`config.mk`:
```
export PLATFORM = sky130hd
export DESIGN_NAME = vertical_takeoff_land_profile_flat
export DESIGN_NICKNAME = d
export VERILOG_FILES = /design/src/design/vtlp_pkg.sv /design/src/design/vtlp_in_if.sv /design/src/design/vtlp_out_if.sv /design/src/design/vtlp_iter.sv /design/src/design/vertical_takeoff_land_profile.sv /design/src/flat_wrapper.sv
export SDC_FILE = /design/constraint.sdc
export NUM_CORES = 2
export LEC_CHECK = 0
export BUFFER_PORTS_ARGS = -buffer_cell sky130_fd_sc_hd__buf_2
export CELL_PAD_IN_SITES_DETAIL_PLACEMENT = 0
export CELL_PAD_IN_SITES_GLOBAL_PLACEMENT = 1
export CORE_AREA = 2 2 396 398
export CTS_CLUSTER_DIAMETER = 100
export CTS_CLUSTER_SIZE = 16
export DETAILED_ROUTE_END_ITERATION = 6
export DIE_AREA = 0 0 398 400
export GPL_TIMING_DRIVEN = 1
export PLACE_DENSITY = 0.84
export SETUP_SLACK_MARGIN = 0.1
export SYNTH_ARGS = -nofsm -noshare
export SYNTH_HDL_FRONTEND = slang
export SYNTH_HIERARCHICAL = 1
export SYNTH_SLANG_ARGS = --single-unit
```
`constraint.sdc`:
```
create_clock -name clk -period 8.6 [get_ports clk]
set_input_delay 1.72 -clock clk [delete_from_list [all_inputs] [get_ports clk]]
set_output_delay 1.72 -clock clk [all_outputs]
set_load 0.02 [all_outputs]
```
`src/design/vtlp_pkg.sv`:
```
// Package for the vertical takeoff/landing profile generator.
// Holds codes, constants, shared types and the saturation helper.
// No dependencies.
package vtlp_pkg;

  localparam logic [1:0] OP_TICK    = 2'd0;
  localparam logic [1:0] OP_TAKEOFF = 2'd1;
  localparam logic [1:0] OP_LAND    = 2'd2;

  localparam logic CFG_STEP_TIME = 1'b0;
  localparam logic CFG_ACCEL     = 1'b1;

  localparam logic [15:0] STEP_TIME_RST = 16'd1311;
  localparam logic [15:0] ACCEL_RST     = 16'd6554;

  localparam logic [9:0]  HOLD_SAMPLES = 10'd100;
  localparam logic [19:0] MAX_SAMPLES  = 20'hFFFFF;
  localparam logic [63:0] LAND_FLOOR   = 64'hFFFF_FFFF_FF9C_0000;

  // Iteration counts of the shared unit.
  localparam logic [6:0] DIV_STEPS  = 7'd64;
  localparam logic [6:0] SQRT_STEPS = 7'd32;

  typedef enum logic [1:0] {
    IOP_MUL  = 2'd0,
    IOP_DIV  = 2'd1,
    IOP_SQRT = 2'd2
  } iop_t;

  typedef enum logic [1:0] {
    MODE_IDLE = 2'd0,
    MODE_UP   = 2'd1,
    MODE_DOWN = 2'd2
  } mode_t;

  typedef struct packed {
    logic       go;
    iop_t       op;
    logic [6:0] nbits;
  } req_t;

  function automatic logic [31:0] sat32(input logic [63:0] v);
    logic signed [63:0] s;
    s = signed'(v);
    if (s > 64'sh7FFF_FFFF) return 32'h7FFF_FFFF;
    else if (s < -64'sh8000_0000) return 32'h8000_0000;
    else return v[31:0];
  endfunction

endpackage

```
`src/design/vtlp_in_if.sv`:
```
// Input channel of the profile generator: valid/ready plus one item.
// Depends on nothing.
interface vtlp_in_if;
  logic        valid;
  logic        ready;
  logic [1:0]  op;
  logic [31:0] start_x;
  logic [31:0] start_y;
  logic [31:0] start_z;
  logic [30:0] target_height;
  logic [14:0] start_yaw;
  modport source(output valid, op, start_x, start_y, start_z, target_height, start_yaw,
                 input ready);
  modport sink(input valid, op, start_x, start_y, start_z, target_height, start_yaw,
               output ready);
endinterface

```
`src/design/vtlp_out_if.sv`:
```
// Result channel of the profile generator: valid/ready plus one setpoint.
// Depends on nothing.
interface vtlp_out_if;
  logic        valid;
  logic        ready;
  logic [31:0] sp_x;
  logic [31:0] sp_y;
  logic [31:0] sp_z;
  logic [31:0] sp_vz;
  logic [14:0] sp_yaw;
  logic        last;
  modport source(output valid, sp_x, sp_y, sp_z, sp_vz, sp_yaw, last, input ready);
  modport sink(input valid, sp_x, sp_y, sp_z, sp_vz, sp_yaw, last, output ready);
endinterface

```
`src/design/vtlp_iter.sv`:
```
// Shared iterative unit: shift-add multiply (mod 2^64), restoring divide and
// digit-by-digit square root, all built around one 64-bit adder/subtractor.
// Depends on vtlp_pkg.
module vtlp_iter
  import vtlp_pkg::*;
(
  input  logic        clk,
  input  logic        rst_n,
  input  req_t        req,
  input  logic [63:0] opa,
  input  logic [63:0] opb,
  output logic        done,
  output logic [63:0] result
);

  iop_t        op_r;
  logic [63:0] x_r, y_r, acc_r, res_r;
  logic [6:0]  cnt_r;
  logic        busy_r, done_r;

  logic [63:0] add_a, add_b, shifted;
  logic        sub;
  logic [64:0] sum;

  always_comb begin
    shifted = acc_r;
    add_a   = acc_r;
    add_b   = x_r;
    sub     = 1'b0;
    unique case (op_r)
      IOP_MUL: begin
        add_a = acc_r;
        add_b = x_r;
      end
      IOP_DIV: begin
        shifted = {acc_r[62:0], x_r[63]};
        add_a   = shifted;
        add_b   = y_r;
        sub     = 1'b1;
      end
      IOP_SQRT: begin
        shifted = {acc_r[61:0], x_r[63:62]};
        add_a   = shifted;
        add_b   = {res_r[61:0], 2'b01};
        sub     = 1'b1;
      end
      default: begin
        add_a = acc_r;
      end
    endcase
    sum = {1'b0, add_a} + {1'b0, (sub ? ~add_b : add_b)} + {64'd0, sub};
  end

  always_ff @(posedge clk) begin
    if (!rst_n) begin
      busy_r <= 1'b0;
      done_r <= 1'b0;
      cnt_r  <= '0;
      op_r   <= IOP_MUL;
    end else begin
      done_r <= 1'b0;
      if (req.go) begin
        op_r   <= req.op;
        x_r    <= opa;
        y_r    <= opb;
        acc_r  <= '0;
        res_r  <= '0;
        busy_r <= 1'b1;
        unique case (req.op)
          IOP_DIV:  cnt_r <= DIV_STEPS;
          IOP_SQRT: cnt_r <= SQRT_STEPS;
          default:  cnt_r <= req.nbits;
        endcase
      end else if (busy_r) begin
        unique case (op_r)
          IOP_MUL: begin
            if (y_r[0]) acc_r <= sum[63:0];
            x_r <= {x_r[62:0], 1'b0};
            y_r <= {1'b0, y_r[63:1]};
          end
          IOP_DIV: begin
            acc_r <= sum[64] ? sum[63:0] : shifted;
            res_r <= {res_r[62:0], sum[64]};
            x_r   <= {x_r[62:0], 1'b0};
          end
          IOP_SQRT: begin
            acc_r <= sum[64] ? sum[63:0] : shifted;
            res_r <= {res_r[62:0], sum[64]};
            x_r   <= {x_r[61:0], 2'b00};
          end
          default: begin
            busy_r <= 1'b0;
          end
        endcase
        cnt_r <= cnt_r - 7'd1;
        if (cnt_r <= 7'd1) begin
          busy_r <= 1'b0;
          done_r <= 1'b1;
        end
      end
    end
  end

  assign done   = done_r;
  assign result = (op_r == IOP_MUL) ? acc_r : res_r;

endmodule

```
`src/design/vertical_takeoff_land_profile.sv`:
```
// Top level of the vertical takeoff/landing setpoint generator.
// Depends on vtlp_pkg, vtlp_in_if, vtlp_out_if and vtlp_iter.
//
// Usage: items arrive on in_ch (valid/ready). Op takeoff or landing latches the
// start pose and height and plans the profile; it produces no result. Each
// tick while a profile runs produces one setpoint on out_ch; ticks while
// idle and op code 3 are taken and dropped. Registers step_time and
// vertical_accel are written through cfg_we/cfg_index/cfg_data and take
// effect at the next start.
// Arithmetic: all of it runs through one shared unit that retires one bit
// per cycle. A start runs a 64-step divide, a 32-step square root and a
// 64-step divide. A tick runs multiplies of 16, 16 and 36 steps in the
// acceleration phase, seven shift-add multiplies of 16 to 36 steps in the
// deceleration phase and none in the hold phase. A dropped item does not use
// the unit. in_ch.ready is low while an item is worked on.
// A finished setpoint sits in the output register; the next item is taken
// meanwhile, and a new result waits until the receiver takes the old one.
// Reset (rst_n, synchronous) returns the registers to defaults and the
// generator to idle with no pending result.
module vertical_takeoff_land_profile
  import vtlp_pkg::*;
(
  input  logic        clk,
  input  logic        rst_n,
  input  logic        cfg_we,
  input  logic        cfg_index,
  input  logic [15:0] cfg_data,
  vtlp_in_if.sink     in_ch,
  vtlp_out_if.source  out_ch
);

  typedef enum logic [3:0] {
    S_IDLE  = 4'b0001,
    S_ISSUE = 4'b0010,
    S_WAIT  = 4'b0100,
    S_EMIT  = 4'b1000
  } state_t;

  typedef enum logic [1:0] {
    JOB_START = 2'd0,
    JOB_ACC   = 2'd1,
    JOB_DEC   = 2'd2,
    JOB_HOLD  = 2'd3
  } job_t;

  state_t      state_r, state_nxt;
  job_t        job_r;
  mode_t       mode_r;
  logic [2:0]  step_r;
  logic        land_r;
  logic [15:0] step_time_r, accel_r, dt_r, acc_r;
  logic [31:0] hold_x_r, hold_y_r, half_r;
  logic [30:0] h_r;
  logic [14:0] yaw_r;
  logic [35:0] nr_r;
  logic [19:0] k_r, total_r;
  logic [63:0] tmp_r, t_r, vt_r, u_r, zt_r;

  req_t        req;
  logic [63:0] opa, opb, res;
  logic        done;

  vtlp_iter u_iter (
    .clk    (clk),
    .rst_n  (rst_n),
    .req    (req),
    .opa    (opa),
    .opb    (opb),
    .done   (done),
    .result (res)
  );

  logic        accept;
  logic [36:0] k17, xdiff;
  logic [35:0] k16;
  logic        last_step;
  logic [63:0] nsat_w;
  logic [35:0] nsat;
  logic [20:0] tot21;
  logic [63:0] z_v, vz_v;
  logic        is_last;

  assign accept       = in_ch.valid && in_ch.ready;
  assign in_ch.ready  = (state_r == S_IDLE);
  assign k17          = {k_r, 17'd0};
  assign k16          = {k_r, 16'd0};
  assign xdiff        = k17 - {1'b0, nr_r};
  assign nsat_w       = res;
  assign nsat         = (|nsat_w[63:36]) ? '1 : nsat_w[35:0];
  assign tot21        = {1'b0, nsat[35:16]} + {11'd0, HOLD_SAMPLES};
  assign is_last      = ({1'b0, k_r} + 21'd1) >= {1'b0, total_r};

  always_comb begin
    unique case (job_r)
      JOB_START: last_step = (step_r == 3'd2);
      JOB_ACC:   last_step = (step_r == 3'd2);
      default:   last_step = (step_r == 3'd6);
    endcase
  end

  // Operand selection for the shared unit.
  always_comb begin
    req.go    = (state_r == S_ISSUE);
    req.op    = IOP_MUL;
    req.nbits = 7'd16;
    opa       = '0;
    opb       = {48'd0, acc_r};
    unique case (job_r)
      JOB_START: begin
        unique case (step_r)
          3'd0: begin
            req.op = IOP_DIV;
            opa    = {1'b0, h_r, 32'd0};
          end
          3'd1: begin
            req.op = IOP_SQRT;
            opa    = tmp_r;
          end
          default: begin
            req.op = IOP_DIV;
            opa    = {15'd0, half_r, 17'd0};
            opb    = {48'd0, dt_r};
          end
        endcase
      end
      JOB_ACC: begin
        unique case (step_r)
          3'd0: begin
            opa = {44'd0, k_r};
            opb = {48'd0, dt_r};
          end
          3'd1: opa = t_r;
          default: begin
            opa       = vt_r;
            opb       = t_r;
            req.nbits = 7'd36;
          end
        endcase
      end
      default: begin
        unique case (step_r)
          3'd0: begin
            opa = {27'd0, xdiff};
            opb = {48'd0, dt_r};
          end
          3'd1: begin
            opa = {28'd0, nr_r};
            opb = {48'd0, dt_r};
          end
          3'd2: opa = tmp_r;
          3'd3: opa = {32'd0, half_r};
          3'd4: opa = t_r;
          3'd5: begin
            opa       = u_r;
            opb       = {32'd0, half_r};
            req.nbits = 7'd32;
          end
          default: begin
            opa       = vt_r + u_r;
            opb       = t_r;
            req.nbits = 7'd36;
          end
        endcase
      end
    endcase
  end

  // Setpoint values from the finished arithmetic.
  always_comb begin
    if (job_r == JOB_HOLD) begin
      z_v  = (mode_r == MODE_UP) ? {33'd0, h_r} : LAND_FLOOR;
      vz_v = '0;
    end else if (mode_r == MODE_UP) begin
      z_v  = zt_r;
      vz_v = vt_r;
    end else begin
      z_v  = {33'd0, h_r} - zt_r;
      vz_v = '0 - vt_r;
    end
  end

  always_comb begin
    state_nxt = state_r;
    unique case (state_r)
      S_IDLE: begin
        if (accept) begin
          if (in_ch.op == OP_TAKEOFF || in_ch.op == OP_LAND) state_nxt = S_ISSUE;
          else if (in_ch.op == OP_TICK && mode_r != MODE_IDLE) begin
            state_nxt = ({1'b0, k16} < {1'b0, nr_r}) ? S_ISSUE : S_EMIT;
          end
        end
      end
      S_ISSUE: state_nxt = S_WAIT;
      S_WAIT: begin
        if (done) begin
          if (!last_step) state_nxt = S_ISSUE;
          else if (job_r == JOB_START) state_nxt = S_IDLE;
          else state_nxt = S_EMIT;
        end
      end
      S_EMIT: begin
        if (!out_ch.valid || out_ch.ready) state_nxt = S_IDLE;
      end
      default: state_nxt = S_IDLE;
    endcase
  end

  always_ff @(posedge clk) begin
    if (!rst_n) begin
      state_r      <= S_IDLE;
      mode_r       <= MODE_IDLE;
      job_r        <= JOB_HOLD;
      step_r       <= '0;
      step_time_r  <= STEP_TIME_RST;
      accel_r      <= ACCEL_RST;
      k_r          <= '0;
      total_r      <= '0;
      nr_r         <= '0;
      out_ch.valid <= 1'b0;
    end else begin
      state_r <= state_nxt;
      if (cfg_we) begin
        if (cfg_index == CFG_STEP_TIME) step_time_r <= cfg_data;
        else accel_r <= cfg_data;
      end
      if (state_r == S_EMIT && (!out_ch.valid || out_ch.ready)) out_ch.valid <= 1'b1;
      else if (out_ch.valid && out_ch.ready) out_ch.valid <= 1'b0;

      unique case (state_r)
        S_IDLE: begin
          step_r <= '0;
          if (accept) begin
            if (in_ch.op == OP_TAKEOFF || in_ch.op == OP_LAND) begin
              job_r    <= JOB_START;
              land_r   <= (in_ch.op == OP_LAND);
              hold_x_r <= in_ch.start_x;
              hold_y_r <= in_ch.start_y;
              dt_r     <= (step_time_r == '0) ? 16'd1 : step_time_r;
              acc_r    <= (accel_r == '0) ? 16'd1 : accel_r;
              if (in_ch.op == OP_TAKEOFF) begin
                h_r   <= in_ch.target_height;
                yaw_r <= in_ch.start_yaw;
              end else begin
                h_r   <= in_ch.start_z[31] ? '0 : in_ch.start_z[30:0];
                yaw_r <= '0;
              end
            end else if (in_ch.op == OP_TICK) begin
              if (k17 < {1'b0, nr_r}) job_r <= JOB_ACC;
              else if ({1'b0, k16} < {1'b0, nr_r}) job_r <= JOB_DEC;
              else job_r <= JOB_HOLD;
            end
          end
        end
        S_WAIT: begin
          if (done) begin
            step_r <= step_r + 3'd1;
            unique case (job_r)
              JOB_START: begin
                unique case (step_r)
                  3'd0: tmp_r  <= res;
                  3'd1: half_r <= res[31:0];
                  default: begin
                    nr_r    <= nsat;
                    total_r <= (tot21 > {1'b0, MAX_SAMPLES}) ? MAX_SAMPLES : tot21[19:0];
                    k_r     <= '0;
                    if (tot21 == '0) mode_r <= MODE_IDLE;
                    else mode_r <= land_r ? MODE_DOWN : MODE_UP;
                  end
                endcase
              end
              JOB_ACC: begin
                unique case (step_r)
                  3'd0:    t_r  <= res;
                  3'd1:    vt_r <= res >> 16;
                  default: zt_r <= res >> 17;
                endcase
              end
              default: begin
                unique case (step_r)
                  3'd0:    t_r  <= res >> 17;
                  3'd1:    tmp_r <= res >> 17;
                  3'd2:    vt_r <= res >> 16;
                  3'd3:    u_r  <= res >> 16;
                  3'd4:    vt_r <= vt_r - (res >> 16);
                  3'd5:    zt_r <= res >> 17;
                  default: zt_r <= zt_r + (res >> 17);
                endcase
              end
            endcase
          end
        end
        S_EMIT: begin
          if (!out_ch.valid || out_ch.ready) begin
            out_ch.sp_x   <= hold_x_r;
            out_ch.sp_y   <= hold_y_r;
            out_ch.sp_z   <= sat32(z_v);
            out_ch.sp_vz  <= sat32(vz_v);
            out_ch.sp_yaw <= (job_r == JOB_ACC && mode_r == MODE_UP) ? yaw_r : '0;
            out_ch.last   <= is_last;
            k_r           <= k_r + 20'd1;
            if (is_last) mode_r <= MODE_IDLE;
          end
        end
        default: begin
          step_r <= step_r;
        end
      endcase
    end
  end

endmodule
```
`src/flat_wrapper.sv`:
```
// flat-port wrapper written by rule: the top's interface ports become plain ports
module vertical_takeoff_land_profile_flat import vtlp_pkg::*;
  (clk, rst_n, cfg_we, cfg_index, cfg_data, in_ch_valid, in_ch_op, in_ch_start_x, in_ch_start_y, in_ch_start_z, in_ch_target_height, in_ch_start_yaw, in_ch_ready, out_ch_valid, out_ch_sp_x, out_ch_sp_y, out_ch_sp_z, out_ch_sp_vz, out_ch_sp_yaw, out_ch_last, out_ch_ready);
  vtlp_in_if in_ch_i ();
  vtlp_out_if out_ch_i ();
  input  logic clk;
  input  logic rst_n;
  input  logic cfg_we;
  input  logic cfg_index;
  input  logic [15:0] cfg_data;
  input wire logic [$bits(in_ch_i.valid)-1:0] in_ch_valid;
  input wire logic [$bits(in_ch_i.op)-1:0] in_ch_op;
  input wire logic [$bits(in_ch_i.start_x)-1:0] in_ch_start_x;
  input wire logic [$bits(in_ch_i.start_y)-1:0] in_ch_start_y;
  input wire logic [$bits(in_ch_i.start_z)-1:0] in_ch_start_z;
  input wire logic [$bits(in_ch_i.target_height)-1:0] in_ch_target_height;
  input wire logic [$bits(in_ch_i.start_yaw)-1:0] in_ch_start_yaw;
  output wire logic [$bits(in_ch_i.ready)-1:0] in_ch_ready;
  output wire logic [$bits(out_ch_i.valid)-1:0] out_ch_valid;
  output wire logic [$bits(out_ch_i.sp_x)-1:0] out_ch_sp_x;
  output wire logic [$bits(out_ch_i.sp_y)-1:0] out_ch_sp_y;
  output wire logic [$bits(out_ch_i.sp_z)-1:0] out_ch_sp_z;
  output wire logic [$bits(out_ch_i.sp_vz)-1:0] out_ch_sp_vz;
  output wire logic [$bits(out_ch_i.sp_yaw)-1:0] out_ch_sp_yaw;
  output wire logic [$bits(out_ch_i.last)-1:0] out_ch_last;
  input wire logic [$bits(out_ch_i.ready)-1:0] out_ch_ready;
  assign in_ch_i.valid = in_ch_valid;
  assign in_ch_i.op = in_ch_op;
  assign in_ch_i.start_x = in_ch_start_x;
  assign in_ch_i.start_y = in_ch_start_y;
  assign in_ch_i.start_z = in_ch_start_z;
  assign in_ch_i.target_height = in_ch_target_height;
  assign in_ch_i.start_yaw = in_ch_start_yaw;
  assign in_ch_ready = in_ch_i.ready;
  assign out_ch_valid = out_ch_i.valid;
  assign out_ch_sp_x = out_ch_i.sp_x;
  assign out_ch_sp_y = out_ch_i.sp_y;
  assign out_ch_sp_z = out_ch_i.sp_z;
  assign out_ch_sp_vz = out_ch_i.sp_vz;
  assign out_ch_sp_yaw = out_ch_i.sp_yaw;
  assign out_ch_last = out_ch_i.last;
  assign out_ch_i.ready = out_ch_ready;
  vertical_takeoff_land_profile u_core (.clk(clk), .rst_n(rst_n), .cfg_we(cfg_we), .cfg_index(cfg_index), .cfg_data(cfg_data), .in_ch(in_ch_i), .out_ch(out_ch_i));
endmodule
```
==> results by stage <==
Floorplanning:
- The core region is 155000 um^2.
- 312 I/O pins were placed.
- The die boundary height is 400 um.
- Once the floorplan was initialized, standard cells occupied 44.7% of the core.
- The die covers 159000 um^2.
- The width of the chip is 398 um.
- The number of cell rows is 145.

Power:
- The portion of total power attributed to the clock network is 37.6%.
- Summed over all cells, the static leakage comes to 27.8 nW.
- For this design the total switching power over the nets is 2.45 mW.
- Across the VDD grid, the largest voltage drop is 0.166 mV.
- The internal power of the cells is 7.35 mW.
- The share of total power dissipated in combinational logic is 7.3%.
- The areal power density over the cells is 131 nW/um^2.
- The share of total power dissipated in sequential elements is 55.0%.
- Net switching is 25.0% of the power.

Worst setup path:
- The required time reported for the critical path endpoint is 9150 ps.
- The worst setup path is of the flop to flop kind.
- The largest driver fanout on the critical path is 105.
- STA classifies the critical path endpoint as a flop.
- The number of cells on the critical path is 15.
- Setup slack on the worst reg-to-reg path comes out at 2170 ps.
- The maximum cell stage delay along the critical path is 820 ps.
- The destination of the critical timing path is u_core/u_iter/acc_r[14].
- The critical path's top delay family is compound AO/OA/AOI/OAI gates.
- The critical path goes through inv_1 -> ha_4 -> buf_4 -> a31oi_1 -> fa_1 -> a211oi_1 -> o211ai_1 -> a31o_2 -> and2_1 -> or2_1 -> a31oi_2 -> a41o_4 -> buf_4 -> nor2_1 -> a211oi_1.
- The terminus of the critical flop-to-flop path is u_core/u_iter/acc_r[14].
- The startpoint kind of the worst setup timing path is a flop.
- Counting both buffers and inverters, the worst setup path holds a total of 3.
- The startpoint of the most critical setup path is u_core/u_iter/op_r[1].
- At the worst endpoint, the arrival time is 6980 ps.
- The slowest stage of the critical path belongs to the cell sky130_fd_sc_hd__buf_4.
- The startpoint of the most critical register-to-register path is u_core/u_iter/op_r[1].
- The worst reg2reg path depth is 15.

Synth:
- The async set-reset flop share out of synthesis is 0%.
- The post-synthesis cell type count is 97.
- The top cell type's share of synthesized area is 38.1%.
- For this run, the number of Yosys warnings is 6.
- The count of mapped cells out of synthesis is 7517.
- Summing the sequential cell areas from Yosys gives 41.9% of the chip area.
- The most used flip-flop cell after synthesis is sky130_fd_sc_hd__edfxtp_1.
- The cell taking the most area after synthesis is sky130_fd_sc_hd__edfxtp_1.
- In this run the mean area of a mapped cell was 9.22 um^2.
- In the post-synthesis netlist, the biggest area contributors are sky130_fd_sc_hd__edfxtp_1, sky130_fd_sc_hd__ha_1, sky130_fd_sc_hd__o21ai_0.
- The number of enable flip-flop cells after synthesis is 879.
- The post-synth design cell area is 69300 um^2.
- The count of state elements after synthesis is 1010.

Layout:
- The sequential cell area in the final layout is 29000 um^2.
- The final layout contains 7947 nets.
- The layout filler cell count is 14500.
- The layout overhead on the synthesized area is 7.97%.
- The area taken by multi-input logic gates is 37600 um^2.
- The share of post-route cells with drive strength above 1 is 10.4%.

Clock tree:
- The CTS H-tree depth is 3.
- The total setup buffers inserted after CTS is 0.
- For this design, the CTS-stage hold fixing added 0 buffers.
- The number of clock buffers inserted by TritonCTS is 78.
- The TritonCTS clock tree is built.
- Clock-pin slew was measured on the worst setup and hold paths at 90 ps.
- The source-to-sink clock delay at the later pin of the worst-skew pair is 740 ps.
- The root buffer selected by CTS is sky130_fd_sc_hd__clkbuf_16.
- The clock net in this run drives a total of 1010 sinks.
- The clock passes through at most 3 buffers.
- The number of gates given a new drive strength after cts is 0.

Drt:
- In the final routed layout, each cell accounts on average for 29.5 um.
- The detailed-routing iteration count for the pre-antenna-repair pass is 7.
- After detailed routing, the total wire length is 282000 um.
- In this run, the number of DRC markers left after iteration 0 of detailed routing was 10100.
- The count of nets left with antenna violations after detail routing is 0.
- The total vias in the final route is 63800.
- The detailed-route DRC error count is 23.
- After detailed routing, the number of vias per cell comes to 6.67.

GRT:
- The initial antenna violation count was 18.
- The global-route wire length before repair is 404000 um.
- The maximum number of pins on one net before global-route repair is 226.
- The remaining global-route overflow is 0.
- The via count of the first global-routing pass was 58100.
- The global-route total usage across every layer is 34.1%.

Placement:
- The HPWL after detailed placement is 207000 um.
- The final weighted congestion of routability-driven global placement is 1.06.
- The count of buffers from port buffering is 311.
- The pre-CTS setup slack is 2250 ps.

STA:
- The period utilization is 74.7%.
- The final max-slew violation count was 0.
- The setup skew after layout is 57.7 ps.
- Based on the critical path, the design can be clocked at up to 156 MHz.
- The final count of hold timing violations is 0.
- Summed over all failing endpoints, the final setup total negative slack is 0 ps.
- Setup repair after global routing left no endpoint under its margin.
- Headroom to the max-slew limit came out at 11.9%.
- The time the worst path needs with I/O delays and setup is 6430 ps.
- Setup slack closes at 2170 ps.
- The transition time at the pin with the least slew margin is 1320 ps.
- Setup violations remaining at the end of the flow were counted as 0.

Status:
- The final reports fail on design-rule violations.
- The flow ran to the end, but the final reports show violations.

Flow run:
- Max-cap violations in this run came to 0.

Worst hold path:
- The classification of the worst-slack hold path is flop to flop.
-- power groups by stage --
stage          clock network [mW]  registers, mW  logic, mW
2_1_floorplan                   0           5.48      0.427
3_3_place_gp                    0           5.50      0.689
3_5_place_dp                    0           5.50      0.690
4_1_cts                      3.73           5.39      0.695
5_1_grt                      3.88           5.39      0.764
6_report                     3.69           5.39      0.719
-- flip-flops by register name, summed over array words and instances (netlist names), 36 cells and up --
| register | cells |
|---|---|
| u_core/u_r | 48 |
| u_core/u_iter/acc_r | 64 |
| u_core/u_iter/res_r | 64 |
| u_core/u_iter/y_r | 64 |
| u_core/vt_r | 64 |
| u_core/nr_r | 36 |
| u_core/t_r | 64 |
| u_core/zt_r | 64 |
| u_core/u_iter/x_r | 64 |
| u_core/tmp_r | 64 |
-- worst min path at each step --
stage | startpoint | to | cells past startpoint
2_1_floorplan | u_core/hold_x_r[0] | u_core/out_ch.sp_x[0] | 0
3_3_place_gp | u_core/hold_y_r[28] | u_core/out_ch.sp_y[28] | 0
3_5_place_dp | u_core/hold_x_r[29] | u_core/out_ch.sp_x[29] | 0
4_1_cts | u_core/hold_y_r[17] | u_core/out_ch.sp_y[17] | 0
5_1_grt | u_core/hold_y_r[17] | u_core/out_ch.sp_y[17] | 0
6_report | u_core/hold_y_r[17] | u_core/out_ch.sp_y[17] | 0
-- Yosys cell counts (50+ instances only) --
| cell | number |
|---|---|
| sky130_fd_sc_hd__nand2_1 | 765 |
| sky130_fd_sc_hd__clkbuf_1 | 485 |
| sky130_fd_sc_hd__inv_1 | 215 |
| sky130_fd_sc_hd__and3_1 | 71 |
| sky130_fd_sc_hd__mux2_2 | 132 |
| sky130_fd_sc_hd__a221oi_1 | 120 |
| sky130_fd_sc_hd__xnor2_1 | 197 |
| sky130_fd_sc_hd__nor2_1 | 571 |
| sky130_fd_sc_hd__ha_1 | 319 |
| sky130_fd_sc_hd__mux2i_1 | 180 |
| sky130_fd_sc_hd__a211oi_1 | 109 |
| sky130_fd_sc_hd__nor3_1 | 104 |
| sky130_fd_sc_hd__nor2b_1 | 116 |
| sky130_fd_sc_hd__a21o_1 | 245 |
| sky130_fd_sc_hd__a22o_1 | 99 |
| sky130_fd_sc_hd__a22oi_1 | 165 |
| sky130_fd_sc_hd__xor2_1 | 159 |
| sky130_fd_sc_hd__a31oi_1 | 65 |
| sky130_fd_sc_hd__edfxtp_1 | 879 |
| sky130_fd_sc_hd__a21oi_1 | 618 |
| sky130_fd_sc_hd__o211ai_1 | 50 |
| sky130_fd_sc_hd__or3_1 | 51 |
| sky130_fd_sc_hd__dfxtp_1 | 131 |
| sky130_fd_sc_hd__and2_1 | 83 |
| sky130_fd_sc_hd__nand3_1 | 119 |
| sky130_fd_sc_hd__nand4_1 | 83 |
| sky130_fd_sc_hd__o21ai_0 | 666 |
| sky130_fd_sc_hd__buf_1 | 59 |
-- area by class of cell --
class / count / area share [%]
timing repair buffer: 421 / 3.29
inverter: 218 / 1.10
sequential: 1010 / 38.8
clock inverter: 12 / 0.197
antenna: 3 / 0.0100
clock buffer: 108 / 2.90
multi-input combinational: 5728 / 50.3
tap: 2058 / 3.44
-- cells by family after synthesis --
family	share of synthesized area, %
compound gates	24.2
simple gates	14.5
flops	41.9
buf+inv	4.29
xor+xnor	4.50
fa+ha+maj	5.90
mux	4.74
other cells	0.00541
-- cell usage in the layout (no fill, tap or decap), types with 108 or more instances in the layout --
cell type	instances
sky130_fd_sc_hd__mux2i_1	180
sky130_fd_sc_hd__dfxtp_1	128
sky130_fd_sc_hd__nor2_1	558
sky130_fd_sc_hd__nand3_1	119
sky130_fd_sc_hd__a211oi_1	108
sky130_fd_sc_hd__xnor2_1	197
sky130_fd_sc_hd__mux2_2	132
sky130_fd_sc_hd__nor2b_1	109
sky130_fd_sc_hd__ha_1	314
sky130_fd_sc_hd__a221oi_1	120
sky130_fd_sc_hd__o21ai_0	665
sky130_fd_sc_hd__inv_1	214
sky130_fd_sc_hd__a21oi_1	617
sky130_fd_sc_hd__a22oi_1	165
sky130_fd_sc_hd__xor2_1	159
sky130_fd_sc_hd__nand2_1	763
sky130_fd_sc_hd__a21o_1	245
sky130_fd_sc_hd__edfxtp_1	879
sky130_fd_sc_hd__buf_2	310
-- per-stage QoR --
stage          hold slack [ps]  std cells  area [um^2]  power [mW]  util, %
6_report                   415       9558        74800        9.80     48.2
5_1_grt                    418       9555        74800        10.0     48.2
4_1_cts                    410       9555        74800        9.81     48.2
3_5_place_dp               405       9435        72500        6.19     46.7
3_3_place_gp               400       9435        72500        6.19     46.7
2_1_floorplan              400       7520        69300        5.91        -
-- per-layer routing --
layer | part of all wire, % | global-route usage (%)
met1 | 40 | 47.9
met2 | 41 | 48.6
met3 | 14 | 9.83
met4 | 4.9 | 14.9
met5 | 0.057 | 0
No activity file was read; power rests on OpenSTA's default activity.
